`config.mk`:
```
export PLATFORM = sky130hd
export DESIGN_NAME = rational_multiply_compare_flat
export DESIGN_NICKNAME = d
export VERILOG_FILES = /design/src/hdl/rmc_pkg.sv /design/src/hdl/rmc_if.sv /design/src/hdl/rmc_ctrl.sv /design/src/hdl/rmc_datapath.sv /design/src/hdl/rational_multiply_compare.sv /design/src/flat_wrapper.sv
export SDC_FILE = /design/constraint.sdc
export NUM_CORES = 2
export LEC_CHECK = 0
export CAP_MARGIN = 5
export CORE_ASPECT_RATIO = 2
export CORE_MARGIN = 1.5
export CORE_UTILIZATION = 36
export DETAILED_ROUTE_END_ITERATION = 8
export DONT_BUFFER_PORTS = 1
export GPL_ROUTABILITY_DRIVEN = 0
export PLACE_DENSITY = 0.49
export SETUP_SLACK_MARGIN = 0.1
export SYNTH_ARGS = -nofsm -noshare
export SYNTH_HDL_FRONTEND = slang
export SYNTH_SLANG_ARGS = --single-unit
export TNS_END_PERCENT = 30
```
`constraint.sdc`:
```
create_clock -name clk -period 11.1 [get_ports clk]
set_clock_uncertainty 0.05 [all_clocks]
set_input_delay 1.11 -clock clk [delete_from_list [all_inputs] [get_ports clk]]
set_output_delay 1.11 -clock clk [all_outputs]
set_load 0.01 [all_outputs]
```
`src/hdl/rmc_pkg.sv`:
```
`timescale 1ns / 1ps
`default_nettype none
// ----------------------------------------------------------------------------
// Rational multiply compare package
// Shared constants, controller states and the command and status structs.
// ----------------------------------------------------------------------------
package rmc_pkg;

	localparam int OPERAND_BITS_DEF = 16;
	localparam int PROD_NUM_BITS = 32;
	localparam int PROD_DEN_BITS = 30;

	typedef enum logic [3:0] {
		ST_IDLE,
		ST_GCD_A,
		ST_DIV_A,
		ST_GCD_B,
		ST_DIV_B,
		ST_MUL,
		ST_GCD_P,
		ST_DIV_P,
		ST_DONE
	} state_t;

	typedef struct packed {
		logic load;
		logic gcd_start_a;
		logic gcd_start_b;
		logic gcd_start_p;
		logic div_start_a;
		logic div_start_b;
		logic div_start_p;
		logic mul;
		logic finish;
	} cmd_t;

	typedef struct packed {
		logic gcd_done;
		logic div_done;
	} status_t;

endpackage : rmc_pkg
`default_nettype wire

```
`src/hdl/rmc_if.sv`:
```
`timescale 1ns / 1ps
`default_nettype none
// ----------------------------------------------------------------------------
// Rational multiply compare channels
// Valid and ready channels for input and result items.
// ----------------------------------------------------------------------------
interface rmc_in_if #(parameter int OPERAND_BITS = 16);
	logic valid;
	logic ready;
	logic signed [OPERAND_BITS-1:0] a_num;
	logic [OPERAND_BITS-2:0] a_den;
	logic signed [OPERAND_BITS-1:0] b_num;
	logic [OPERAND_BITS-2:0] b_den;
	modport source (output valid, a_num, a_den, b_num, b_den, input ready);
	modport sink (input valid, a_num, a_den, b_num, b_den, output ready);
endinterface : rmc_in_if

interface rmc_out_if;
	logic valid;
	logic ready;
	logic signed [31:0] prod_num;
	logic [29:0] prod_den;
	logic a_less;
	logic a_equal;
	modport source (output valid, prod_num, prod_den, a_less, a_equal, input ready);
	modport sink (input valid, prod_num, prod_den, a_less, a_equal, output ready);
endinterface : rmc_out_if
`default_nettype wire

```
`src/hdl/rmc_ctrl.sv`:
```
`timescale 1ns / 1ps
`default_nettype none
// ----------------------------------------------------------------------------
// Rational multiply compare controller
// Sequences the reductions, the multiply and the result transfer.
// ----------------------------------------------------------------------------
module rmc_ctrl
	import rmc_pkg::*;
(
	input wire logic clk,
	input wire logic arst_n,
	input wire logic in_valid,
	output logic in_ready,
	output logic out_valid,
	input wire logic out_ready,
	input wire status_t status,
	output cmd_t cmd
);

	state_t state_q, state_d;

	always_ff @(posedge clk or negedge arst_n) begin
		if (!arst_n) begin
			state_q <= ST_IDLE;
		end else begin
			state_q <= state_d;
		end
	end

	always_comb begin
		state_d = state_q;
		unique case (state_q)
			ST_IDLE: if (in_valid) state_d = ST_GCD_A;
			ST_GCD_A: if (status.gcd_done) state_d = ST_DIV_A;
			ST_DIV_A: if (status.div_done) state_d = ST_GCD_B;
			ST_GCD_B: if (status.gcd_done) state_d = ST_DIV_B;
			ST_DIV_B: if (status.div_done) state_d = ST_MUL;
			ST_MUL: state_d = ST_GCD_P;
			ST_GCD_P: if (status.gcd_done) state_d = ST_DIV_P;
			ST_DIV_P: if (status.div_done) state_d = ST_DONE;
			ST_DONE: if (out_ready) state_d = ST_IDLE;
			default: state_d = ST_IDLE;
		endcase
	end

	always_comb begin
		cmd = '0;
		in_ready = 1'b0;
		out_valid = 1'b0;
		unique case (state_q)
			ST_IDLE: begin
				in_ready = 1'b1;
				cmd.load = in_valid;
				cmd.gcd_start_a = in_valid;
			end
			ST_GCD_A: cmd.div_start_a = status.gcd_done;
			ST_DIV_A: cmd.gcd_start_b = status.div_done;
			ST_GCD_B: cmd.div_start_b = status.gcd_done;
			ST_DIV_B: cmd.mul = status.div_done;
			ST_MUL: cmd.gcd_start_p = 1'b1;
			ST_GCD_P: cmd.div_start_p = status.gcd_done;
			ST_DIV_P: cmd.finish = status.div_done;
			ST_DONE: out_valid = 1'b1;
			default: ;
		endcase
	end

endmodule : rmc_ctrl
`default_nettype wire

```
`src/hdl/rmc_datapath.sv`:
```
`timescale 1ns / 1ps
`default_nettype none
// ----------------------------------------------------------------------------
// Rational multiply compare datapath
// Binary gcd unit, shared restoring divider, multiplier and result registers.
// ----------------------------------------------------------------------------
module rmc_datapath
	import rmc_pkg::*;
#(
	parameter int OPERAND_BITS = OPERAND_BITS_DEF
) (
	input wire logic clk,
	input wire logic arst_n,
	input wire logic signed [OPERAND_BITS-1:0] a_num,
	input wire logic [OPERAND_BITS-2:0] a_den,
	input wire logic signed [OPERAND_BITS-1:0] b_num,
	input wire logic [OPERAND_BITS-2:0] b_den,
	input wire cmd_t cmd,
	output status_t status,
	output logic signed [PROD_NUM_BITS-1:0] prod_num,
	output logic [PROD_DEN_BITS-1:0] prod_den,
	output logic a_less,
	output logic a_equal
);

	localparam int MW = OPERAND_BITS;
	localparam int DW = OPERAND_BITS - 1;
	localparam int PW = 2 * OPERAND_BITS;
	localparam int CW = $clog2(PW + 1);
	localparam int SW = $clog2(PW);

	// Operand registers held as sign and magnitude.
	logic a_neg_q, b_neg_q, p_neg_q;
	logic [MW-1:0] a_mag_q, b_mag_q;
	logic [DW-1:0] a_den_q, b_den_q;
	logic [PW-1:0] p_mag_q, p_den_q;
	logic signed [PW:0] lhs_q, rhs_q;

	logic [MW-1:0] a_mag_in, b_mag_in;
	logic [DW-1:0] a_den_in, b_den_in;

	always_comb begin
		a_mag_in = a_num[MW-1] ? MW'(-a_num) : MW'(a_num);
		b_mag_in = b_num[MW-1] ? MW'(-b_num) : MW'(b_num);
		a_den_in = (a_den == '0) ? DW'(1) : a_den;
		b_den_in = (b_den == '0) ? DW'(1) : b_den;
	end

	// Binary gcd, one step a cycle.
	logic [PW-1:0] gx_q, gy_q;
	logic [SW-1:0] gk_q;
	logic g_busy_q, g_done;
	logic [PW-1:0] g_res;
	logic [PW-1:0] g_val;

	// Divider: divides two dividends by one divisor, one bit a cycle.
	logic [PW-1:0] dq0_q, dq1_q, dr0_q, dr1_q, dd_q;
	logic [CW-1:0] dcnt_q;
	logic d_busy_q, d_done;
	logic [PW:0] dt0, dt1;

	assign g_done = g_busy_q && (gx_q == gy_q || gx_q == '0 || gy_q == '0);
	assign g_res = (gx_q == '0 ? gy_q : gx_q) << gk_q;
	assign g_val = (g_res == '0) ? PW'(1) : g_res;
	assign d_done = d_busy_q && (dcnt_q == '0);
	assign status.gcd_done = g_done;
	assign status.div_done = d_done;

	logic [PW-1:0] p_mag_nx, p_den_nx;
	logic [PW-1:0] g_ld_x, g_ld_y;

	assign p_mag_nx = PW'(a_mag_q) * PW'(b_mag_q);
	assign p_den_nx = PW'(a_den_q) * PW'(b_den_q);

	always_comb begin
		g_ld_x = '0;
		g_ld_y = '0;
		if (cmd.gcd_start_a) begin
			g_ld_x = PW'(a_mag_in);
			g_ld_y = PW'(a_den_in);
		end else if (cmd.gcd_start_b) begin
			g_ld_x = PW'(b_mag_q);
			g_ld_y = PW'(b_den_q);
		end else begin
			g_ld_x = p_mag_nx;
			g_ld_y = p_den_nx;
		end
	end

	always_ff @(posedge clk or negedge arst_n) begin
		if (!arst_n) begin
			g_busy_q <= 1'b0;
			d_busy_q <= 1'b0;
		end else begin
			if (cmd.gcd_start_a || cmd.gcd_start_b || cmd.gcd_start_p) begin
				g_busy_q <= 1'b1;
			end else if (g_done) begin
				g_busy_q <= 1'b0;
			end
			if (cmd.div_start_a || cmd.div_start_b || cmd.div_start_p) begin
				d_busy_q <= 1'b1;
			end else if (d_done) begin
				d_busy_q <= 1'b0;
			end
		end
	end

	always_ff @(posedge clk) begin
		if (cmd.gcd_start_a || cmd.gcd_start_b || cmd.gcd_start_p) begin
			gx_q <= g_ld_x;
			gy_q <= g_ld_y;
			gk_q <= '0;
		end else if (g_busy_q && !g_done) begin
			if (!gx_q[0] && !gy_q[0]) begin
				gx_q <= gx_q >> 1;
				gy_q <= gy_q >> 1;
				gk_q <= gk_q + SW'(1);
			end else if (!gx_q[0]) begin
				gx_q <= gx_q >> 1;
			end else if (!gy_q[0]) begin
				gy_q <= gy_q >> 1;
			end else if (gx_q > gy_q) begin
				gx_q <= (gx_q - gy_q) >> 1;
			end else begin
				gy_q <= (gy_q - gx_q) >> 1;
			end
		end
	end

	assign dt0 = {dr0_q, dq0_q[PW-1]} - {1'b0, dd_q};
	assign dt1 = {dr1_q, dq1_q[PW-1]} - {1'b0, dd_q};

	always_ff @(posedge clk) begin
		if (cmd.div_start_a || cmd.div_start_b || cmd.div_start_p) begin
			dr0_q <= '0;
			dr1_q <= '0;
			dd_q <= g_val;
			dcnt_q <= CW'(PW);
			if (cmd.div_start_a) begin
				dq0_q <= PW'(a_mag_q);
				dq1_q <= PW'(a_den_q);
			end else if (cmd.div_start_b) begin
				dq0_q <= PW'(b_mag_q);
				dq1_q <= PW'(b_den_q);
			end else begin
				dq0_q <= p_mag_q;
				dq1_q <= p_den_q;
			end
		end else if (d_busy_q && !d_done) begin
			dcnt_q <= dcnt_q - CW'(1);
			if (!dt0[PW]) begin
				dr0_q <= dt0[PW-1:0];
				dq0_q <= {dq0_q[PW-2:0], 1'b1};
			end else begin
				dr0_q <= {dr0_q[PW-2:0], dq0_q[PW-1]};
				dq0_q <= {dq0_q[PW-2:0], 1'b0};
			end
			if (!dt1[PW]) begin
				dr1_q <= dt1[PW-1:0];
				dq1_q <= {dq1_q[PW-2:0], 1'b1};
			end else begin
				dr1_q <= {dr1_q[PW-2:0], dq1_q[PW-1]};
				dq1_q <= {dq1_q[PW-2:0], 1'b0};
			end
		end
	end

	logic signed [MW:0] a_sv, b_sv;
	assign a_sv = a_neg_q ? -$signed({1'b0, a_mag_q}) : $signed({1'b0, a_mag_q});
	assign b_sv = b_neg_q ? -$signed({1'b0, b_mag_q}) : $signed({1'b0, b_mag_q});

	always_ff @(posedge clk) begin
		if (cmd.load) begin
			a_neg_q <= a_num[MW-1];
			b_neg_q <= b_num[MW-1];
			a_mag_q <= a_mag_in;
			b_mag_q <= b_mag_in;
			a_den_q <= a_den_in;
			b_den_q <= b_den_in;
		end
		if (cmd.div_start_b) begin
			a_mag_q <= dq0_q[MW-1:0];
			a_den_q <= (dq0_q == '0) ? DW'(1) : dq1_q[DW-1:0];
			if (dq0_q == '0) a_neg_q <= 1'b0;
		end
		if (cmd.mul) begin
			b_mag_q <= dq0_q[MW-1:0];
			b_den_q <= (dq0_q == '0) ? DW'(1) : dq1_q[DW-1:0];
			if (dq0_q == '0) b_neg_q <= 1'b0;
		end
		if (cmd.gcd_start_p) begin
			p_neg_q <= a_neg_q ^ b_neg_q;
			p_mag_q <= p_mag_nx;
			p_den_q <= p_den_nx;
			lhs_q <= (PW+1)'(a_sv) * $signed({1'b0, b_den_q});
			rhs_q <= $signed({1'b0, a_den_q}) * (PW+1)'(b_sv);
		end
		if (cmd.finish) begin
			prod_num <= (dq0_q == '0 || !p_neg_q) ? PROD_NUM_BITS'(dq0_q)
				: PROD_NUM_BITS'(-dq0_q);
			prod_den <= (dq0_q == '0) ? PROD_DEN_BITS'(1) : PROD_DEN_BITS'(dq1_q);
			a_less <= lhs_q < rhs_q;
			a_equal <= (a_neg_q == b_neg_q) && (a_mag_q == b_mag_q) && (a_den_q == b_den_q);
		end
	end

endmodule : rmc_datapath
`default_nettype wire

```
`src/hdl/rational_multiply_compare.sv`:
```
`timescale 1ns / 1ps
`default_nettype none
// ----------------------------------------------------------------------------
// Rational multiply compare
// Reduces two fractions, multiplies them, reduces the product and compares.
//
// The in channel carries a_num, a_den, b_num and b_den; a transfer happens
// when valid and ready are both high. The out channel carries prod_num,
// prod_den, a_less and a_equal with the same handshake.
// One item is processed at a time, in three binary gcd passes and three
// divider passes between the input transfer and a valid result.
// The next item is taken once the result has been transferred.
// A stalled receiver holds the result on the out channel unchanged.
// Reset returns the controller to idle with no result pending.
// ----------------------------------------------------------------------------
module rational_multiply_compare
	import rmc_pkg::*;
#(
	parameter int OPERAND_BITS = OPERAND_BITS_DEF
) (
	input wire logic clk,
	input wire logic arst_n,
	rmc_in_if.sink in_ch,
	rmc_out_if.source out_ch
);

	cmd_t cmd;
	status_t status;

	rmc_ctrl u_ctrl (
		.clk(clk),
		.arst_n(arst_n),
		.in_valid(in_ch.valid),
		.in_ready(in_ch.ready),
		.out_valid(out_ch.valid),
		.out_ready(out_ch.ready),
		.status(status),
		.cmd(cmd)
	);

	rmc_datapath #(.OPERAND_BITS(OPERAND_BITS)) u_datapath (
		.clk(clk),
		.arst_n(arst_n),
		.a_num(in_ch.a_num),
		.a_den(in_ch.a_den),
		.b_num(in_ch.b_num),
		.b_den(in_ch.b_den),
		.cmd(cmd),
		.status(status),
		.prod_num(out_ch.prod_num),
		.prod_den(out_ch.prod_den),
		.a_less(out_ch.a_less),
		.a_equal(out_ch.a_equal)
	);

endmodule : rational_multiply_compare
`default_nettype wire
```
`src/flat_wrapper.sv`:
```
// flat-port wrapper written by rule: the top's interface ports become plain ports
module rational_multiply_compare_flat import rmc_pkg::*;
#(
	parameter int OPERAND_BITS = OPERAND_BITS_DEF
)
  (clk, arst_n, in_ch_valid, in_ch_a_num, in_ch_a_den, in_ch_b_num, in_ch_b_den, in_ch_ready, out_ch_valid, out_ch_prod_num, out_ch_prod_den, out_ch_a_less, out_ch_a_equal, out_ch_ready);
  rmc_in_if #(.OPERAND_BITS(OPERAND_BITS)) in_ch_i ();
  rmc_out_if out_ch_i ();
  input wire logic clk;
  input wire logic arst_n;
  input wire logic [$bits(in_ch_i.valid)-1:0] in_ch_valid;
  input wire logic [$bits(in_ch_i.a_num)-1:0] in_ch_a_num;
  input wire logic [$bits(in_ch_i.a_den)-1:0] in_ch_a_den;
  input wire logic [$bits(in_ch_i.b_num)-1:0] in_ch_b_num;
  input wire logic [$bits(in_ch_i.b_den)-1:0] in_ch_b_den;
  output wire logic [$bits(in_ch_i.ready)-1:0] in_ch_ready;
  output wire logic [$bits(out_ch_i.valid)-1:0] out_ch_valid;
  output wire logic [$bits(out_ch_i.prod_num)-1:0] out_ch_prod_num;
  output wire logic [$bits(out_ch_i.prod_den)-1:0] out_ch_prod_den;
  output wire logic [$bits(out_ch_i.a_less)-1:0] out_ch_a_less;
  output wire logic [$bits(out_ch_i.a_equal)-1:0] out_ch_a_equal;
  input wire logic [$bits(out_ch_i.ready)-1:0] out_ch_ready;
  assign in_ch_i.valid = in_ch_valid;
  assign in_ch_i.a_num = in_ch_a_num;
  assign in_ch_i.a_den = in_ch_a_den;
  assign in_ch_i.b_num = in_ch_b_num;
  assign in_ch_i.b_den = in_ch_b_den;
  assign in_ch_ready = in_ch_i.ready;
  assign out_ch_valid = out_ch_i.valid;
  assign out_ch_prod_num = out_ch_i.prod_num;
  assign out_ch_prod_den = out_ch_i.prod_den;
  assign out_ch_a_less = out_ch_i.a_less;
  assign out_ch_a_equal = out_ch_i.a_equal;
  assign out_ch_i.ready = out_ch_ready;
  rational_multiply_compare #(.OPERAND_BITS(OPERAND_BITS)) u_core (.clk(clk), .arst_n(arst_n), .in_ch(in_ch_i), .out_ch(out_ch_i));
endmodule
```
# --- Yosys cells after proc, flatten, opt, wreduce, memory -nomap -nowiden ---
# Cells that the tools add are included.
word_totals:
  word_cells: 184
  inputBits: 66
  regBits: 498
op_classes:
  shifts: 1
  mux: 74
  mul: 4
  order_cmp: 2
  eq_ne: 23
  bitwise_logic: 1
  add_sub_neg: 11
  reduce_logical: 39
ops:
  columns: ["cell", "n"]
  rows:
  - ["$mux 32", 24]
  - ["$logic_not 32->1", 4]
  - ["$mux 30", 4]
  - ["$mux 15", 7]
  - ["$mux 16", 6]
  - ["$sub 33x32->33", 2]
  - ["$sub 32x32->32", 2]
  - ["$pmux 4 s9", 1]
  - ["$mux 17", 2]
  - ["$neg 16->17", 2]
  - ["$lt 33x33->1", 1]
  - ["$mul 16x17->33", 1]
  - ["$mul 17x16->33", 1]
  - ["$eq 32x32->1", 1]
  - ["$gt 32x32->1", 1]
  - ["$mul 16x16->32", 1]
  - ["$mux 4", 8]
  - ["$neg 16->16", 2]
  - ["$neg 32->32", 1]
  - ["$shl 32x5->32", 1]
  - ["$logic_not 15->1", 2]
  - ["$mul 15x15->30", 1]
  - ["$mux 1", 21]
  - ["$eq 16x16->1", 1]
  - ["23 further kinds", 58]

# --- Longest topological paths before layout ---
logic_depth:
  word_depth: 8
  depth_mapped: 34

# --- Modules after synthesis ---
# Synthesis repeated with hierarchy kept, for this count alone.
hier_totals:
  cells_unflattened: 7239
  hier_area_um2: 67189.4
modules_own_cells:
  columns: ["mod", "area_each_um2", "n_inst", "cells_each", "seq_area_each_um2"]
  rows:
  - ["rmc_datapath", 66810.3, 1, 7197, 14023.4]
  - ["rmc_ctrl", 379.1, 1, 42, 100.1]

# --- Least setup slack after synthesis ---
# Ideal clock, no wire load.
synth_path:
  path_type: "reg2reg"
  start: "register u_core.u_datapath.b_mag_q[6]"
  end: "register u_core.u_datapath.rhs_q[31], data pin"
  setup_slack_ns: 3.053
  n_path_buf: 2
  setup_time_ns: 0.258
  stages_incl_launch_ff: 29
  t_arrival_ns: 7.739
  path_cell_list: "edfxtp_1 -> clkbuf_1 -> or4_1 -> nor4_1 -> nand2b_1 -> o41ai_1 -> xnor2_1 -> clkbuf_1 -> nand2_1 -> fa_1 -> fa_1 -> fa_1 -> inv_1 -> fa_1 -> fa_1 -> inv_1 -> fa_1 -> inv_1 -> ha_1 -> o21a_1 -> o2111ai_1 -> o21ai_0 -> a21o_1 -> a41oi_1 -> a21oi_1 -> a311oi_1 -> o21ai_0 -> a21oi_1 -> xnor2_1"
synth_via:
  elab_chain_cells: 3
synth_rtl:
  columns: ["element", "line", "text"]
  rows:
  - ["start, declared", "rmc_datapath.sv:34", "logic [MW-1:0] a_mag_q, b_mag_q;"]
  - ["start signal, assigned", "rmc_datapath.sv:177", "b_mag_q <= b_mag_in;"]
  - ["start signal, assigned", "rmc_datapath.sv:187", "b_mag_q <= dq0_q[MW-1:0];"]
  - ["$neg 16->17", "rmc_datapath.sv:170", "assign b_sv = b_neg_q ? -$signed({1'b0, b_mag_q}) : $signed({1'b0, b_mag_q});"]
  - ["$mux 17 (*)", "rmc_datapath.sv:170", null]
  - ["$mul 16x17->33 (*)", "rmc_datapath.sv:196", "rhs_q <= $signed({1'b0, a_den_q}) * (PW+1)'(b_sv);"]
  - ["end signal, assigned", "rmc_datapath.sv:196", null]
  - ["end, declared", "rmc_datapath.sv:37", "logic signed [PW:0] lhs_q, rhs_q;"]
# Mark *: on every way between the ends. The rest lies on a longest branch, timed or not.
# A chain may end at the register's enable or synchronous reset.

# --- Worst setup path after layout ---
layout_path:
  start: "register u_core.u_datapath.a_mag_q[1]"
  end: "register u_core.u_datapath.lhs_q[32], data pin"
layout_via:
  elab_chain_cells: 3
layout_rtl:
  columns: ["element", "line", "text"]
  rows:
  - ["start, declared", "rmc_datapath.sv:34", null]
  - ["start signal, assigned", "rmc_datapath.sv:176", "a_mag_q <= a_mag_in;"]
  - ["start signal, assigned", "rmc_datapath.sv:182", "a_mag_q <= dq0_q[MW-1:0];"]
  - ["$neg 16->17", "rmc_datapath.sv:169", "assign a_sv = a_neg_q ? -$signed({1'b0, a_mag_q}) : $signed({1'b0, a_mag_q});"]
  - ["$mux 17 (*)", "rmc_datapath.sv:169", null]
  - ["$mul 17x16->33 (*)", "rmc_datapath.sv:195", "lhs_q <= (PW+1)'(a_sv) * $signed({1'b0, b_den_q});"]
  - ["end signal, assigned", "rmc_datapath.sv:195", null]
  - ["end, declared", "rmc_datapath.sv:37", null]
# Marked as above.

==> flow_summary_export.csv <==
group,metric,value,unit
status,run_status,"finished clean",
yosys,synth_top_area_share,26.4,%
sta,rsz_0062_raised_after_global_routing,"no",
flow_run,drv.max_cap_violation_count,0,
cts,clk_pin_slew_worst_paths,0.08,ns
grt,first_global_vias,55500,
die,core_area,185000,sq um
final_layout,area_of_all_placed_cells_without_fillers,71700,sq um
yosys,async_flop_share,1.21,%
final_layout,multi_input_area,46900,sq um
critical_path,critPathLaunchType,"flop",
min_path,hold_depth,2,
grt,track_usage,25.1,%
critical_path,critical_path_fanouts_max,17,
critical_path,critPathArrivalTime,9.27,ns
detailed_routing,routed-via-count,52100,
yosys,synth_largest_area_cell,"sky130_fd_sc_hd__fa_1",
detailed_routing,post_drt_via_cell_ratio,5.39,
critical_path,path_common_cell,"sky130_fd_sc_hd__fa_1",
critical_path,reg2reg_depth,29,
yosys,yosysSeqAreaShare,21.1,%
detailed_routing,route.final.wire_length,236000,um
yosys,synth_cell_types,86,
final_layout,register_area,14100,sq um
final_layout,layout-drive-gt1-share,4.60,%
sta,fmax,113,MHz
sta,min_period_over_period,79.9,%
critical_path,timing.critical_path.from,"u_core.u_datapath.a_mag_q[1]$_DFFE_PP_",
min_path,path_class_of_the_lowest_slack_min_delay_path,"flop to flop",
placement,place_area,69800,sq um
final_layout,final_standard_cell_utilization_of_the_core,38.8,%
sta,tightest_slew,1.32,ns
yosys,post_synth_instance_area,66900,sq um
cts,clock_buffer_count_from_cts,55,
die,rows,223,
yosys,synth_ff_type,"sky130_fd_sc_hd__edfxtp_1",
final_layout,layoutNonFillerInstCount,9668,
cts,cts_num_sinks,497,
cts,htree_num_levels,2,
final_layout,area_growth_syn_to_layout,7.10,%
sta,timing.setup.tns,0,ns
sta,maxSlewHeadroom,11.6,%
placement,io_buffer_count,0,
critical_path,timing.critical_path.slowest_cell_delay,0.71,ns
yosys,synth_area_per_cell,9.14,sq um
critical_path,reg2reg_from,"u_core.u_datapath.a_mag_q[1]$_DFFE_PP_",
placement,total_placed_cells_including_tap_cells,9560,
min_path,hold_end,"u_core.u_datapath.dr0_q[21]$_SDFFE_PN0P_",
grt,grt_pass1_wl,351000,um
critical_path,worst_path_max_delay_cell,"sky130_fd_sc_hd__edfxtp_1",
grt,largest_net_degree_at_the_start_of_global_routing,89,
placement,dpl.hpwl,187000,um
yosys,ys_ff_latch,497,
die,fp.dieArea,189000,sq um
sta,period_needed,8.87,ns
cts,latest_clock_arrival_within_the_worst_skew_pair,0.73,ns
die,die_x,308,um
critical_path,cpLargestDelayFamily,"adder cells",
critical_path,reg2reg_to,"u_core.u_datapath.lhs_q[32]$_DFFE_PP_",
cts,maximum_count_of_clock_buffers_along_a_single_path,3,
detailed_routing,drt-initial-drc-count,3331,
detailed_routing,postRouteAntennaNets,0,
detailed_routing,detailedRoute.firstPassIterationCount,6,
detailed_routing,route.detailed.wl_per_inst,24.4,um
power_and_ir_drop,leakage,32.7,nW
final_layout,final_net_count,8655,
yosys,yosysWarningCount,0,
critical_path,timing.setup.critical_path_class,"flop to flop",
detailed_routing,remaining_drc_errors,0,
die,starting_density,36.2,%
yosys,synthesis.instances,7328,
yosys,syn-num-nets,8840,
sta,hold_viol_final,0,
power_and_ir_drop,power.density,312,nW/um^2
die,height_of_the_die,613,um
yosys,netlist_top_cells_area,"sky130_fd_sc_hd__fa_1, sky130_fd_sc_hd__edfxtp_1, sky130_fd_sc_hd__ha_1, sky130_fd_sc_hd__inv_1, sky130_fd_sc_hd__nand2_1",
sta,hold_ws,0.436,ns
die,boundaryPins,132,
critical_path,critical_path_buf_inv_count,6,
critical_path,required,11.50,ns
min_path,timing.hold.worst.start,"u_core.u_datapath.dr0_q[21]$_SDFFE_PN0P_",
cts,cts_tree,"built",
critical_path,end_kind,"flop",
power_and_ir_drop,vdd_ir_drop_max,0.345,mV
yosys,synth_edf_count,414,
cts,ctsRootBufferMaster,"sky130_fd_sc_hd__clkbuf_16",
sta,timing.final.setup_violations,0,
grt,gr-total-overflow,0,
final_layout,n_fill_cell,18800,
critical_path,reg2reg_setup_slack,2.23,ns
grt,number_of_antenna_violations_at_the_first_check_in_global_routing,12,
cts,cts-resized-gates,0,
sta,maxSlewViolCount,0,
-- worst max-delay path by stage --
stage / endpoint / cells after the start / slack (ns)
2_1_floorplan: u_core.u_datapath.rhs_q[31]$_DFFE_PP_ / 28 / 3.05
3_3_place_gp: u_core.u_datapath.lhs_q[32]$_DFFE_PP_ / 29 / 2.40
3_5_place_dp: u_core.u_datapath.lhs_q[32]$_DFFE_PP_ / 29 / 2.27
4_1_cts: u_core.u_datapath.lhs_q[32]$_DFFE_PP_ / 29 / 2.27
5_1_grt: u_core.u_datapath.lhs_q[32]$_DFFE_PP_ / 29 / 1.85
6_report: u_core.u_datapath.lhs_q[32]$_DFFE_PP_ / 29 / 2.23
-- metrics by stage --
step	power (mW)	setup WS [ns]
after CTS	22.5	2.27
after global placement	20.2	2.40
after global routing	24.4	1.85
after floorplan	15.6	3.05
final	22.3	2.23
after detailed placement	20.4	2.27
-- repair_timing --
| item | CTS | global route |
|---|---|---|
| hold buffers | 1 | 0 |
| endpoints found under the hold margin | 6 | 0 |
| setup buffers | 0 | 0 |
-- cells by family (layout without fill, tap and decap cells) --
kind of cell             after synthesis  count (layout)  share of synthesized area, %
flip-flops                           497             497                          21.1
AND/OR/NAND/NOR                     2187            2187                          15.7
adder cells (fa/ha/maj)             1446            1446                          36.9
AO/OA/AOI/OAI                       1161            1161                          11.1
buffers and inverters               1621            1482                          9.14
XOR/XNOR                             320             320                          4.21
other                                  0               4                             0
multiplexers                          96              96                          1.84
-- layout make-up --
class / count / share of cell area (%)
multi-input cells: 5210 / 65.4
flip-flops and latches: 497 / 19.7
inverters: 1242 / 6.51
well taps: 2475 / 4.32
clock buffers: 58 / 1.96
repair buffers: 137 / 1.44
clock inverters: 45 / 0.688
diodes: 4 / 0.0140
-- placed cells by master (no fill, tap or decap), drive strengths merged, types with 34 or more instances in the layout --
master,Yosys,final
or3,43,43
dfxtp,77,77
o31ai,57,57
and2,457,457
clkbuf,348,58
inv,1240,1249
nand3,102,102
o21ai,236,236
nor2,330,330
ha,563,563
o21a,37,37
buf,31,136
mux2i,66,66
a31oi,46,46
nand2,906,906
edfxtp,414,414
nand2b,44,44
xor2,92,92
and3,34,34
a21o,123,123
xnor2,228,228
a211oi,47,47
nor4,48,48
fa,883,883
a21oi,342,342
nor3,87,87
-- power by group --
group	internal, mW	total [mW]	switching, mW	leakage (nW)
sequential	3.06	3.44	0.382	4.51
combinational	6.81	16.8	10.0	27.2
clock	1.10	2.05	0.947	0.913
total	11.0	22.3	11.4	32.7
-- worst register-to-register path, delay by kind of cell, from the launching register on --
family	cells	cell delay [ns]
xor+xnor	2	0.30
flops	1	0.71
simple gates	7	1.65
compound gates	7	1.92
buf+inv	6	0.69
fa+ha+maj	7	3.31
-- state kept, by name, summed over array words and instances (netlist names), 30 cells and up --
| name | cells |
|---|---|
| u_core.u_datapath.dq0_q | 32 |
| u_core.u_datapath.dd_q | 32 |
| u_core.u_datapath.gx_q | 32 |
| u_core.u_datapath.prod_num | 32 |
| u_core.u_datapath.dr0_q | 32 |
| u_core.u_datapath.lhs_q | 33 |
| u_core.u_datapath.gy_q | 31 |
| u_core.u_datapath.dq1_q | 32 |
| u_core.u_datapath.p_mag_q | 32 |
| u_core.u_datapath.dr1_q | 32 |
| u_core.u_datapath.p_den_q | 30 |
| u_core.u_datapath.prod_den | 30 |
| u_core.u_datapath.rhs_q | 33 |
-- synth_stat cells, drive strengths merged (34+ instances only) --
cell	number
xor2	92
mux2i	66
nand2	906
fa	883
edfxtp	414
ha	563
and2	457
nor2	330
a31oi	46
a21o	123
clkbuf	348
dfxtp	77
a21oi	342
nor4	48
nand3	102
or3	43
and3	34
o21a	37
nor3	87
nand2b	44
o31ai	57
a211oi	47
inv	1240
xnor2	228
o21ai	236
-- routing by layer --
layer / up-vias / wire [um] / global-route usage, %
li1: 23500 / - / -
met1: 26300 / 81700 / 26.1
met2: 1692 / 124000 / 47.0
met3: 604 / 10900 / 2.86
met4: 8 / 18700 / 16.7
met5: - / 48 / 0
No activity file was read; power rests on OpenSTA's default activity.
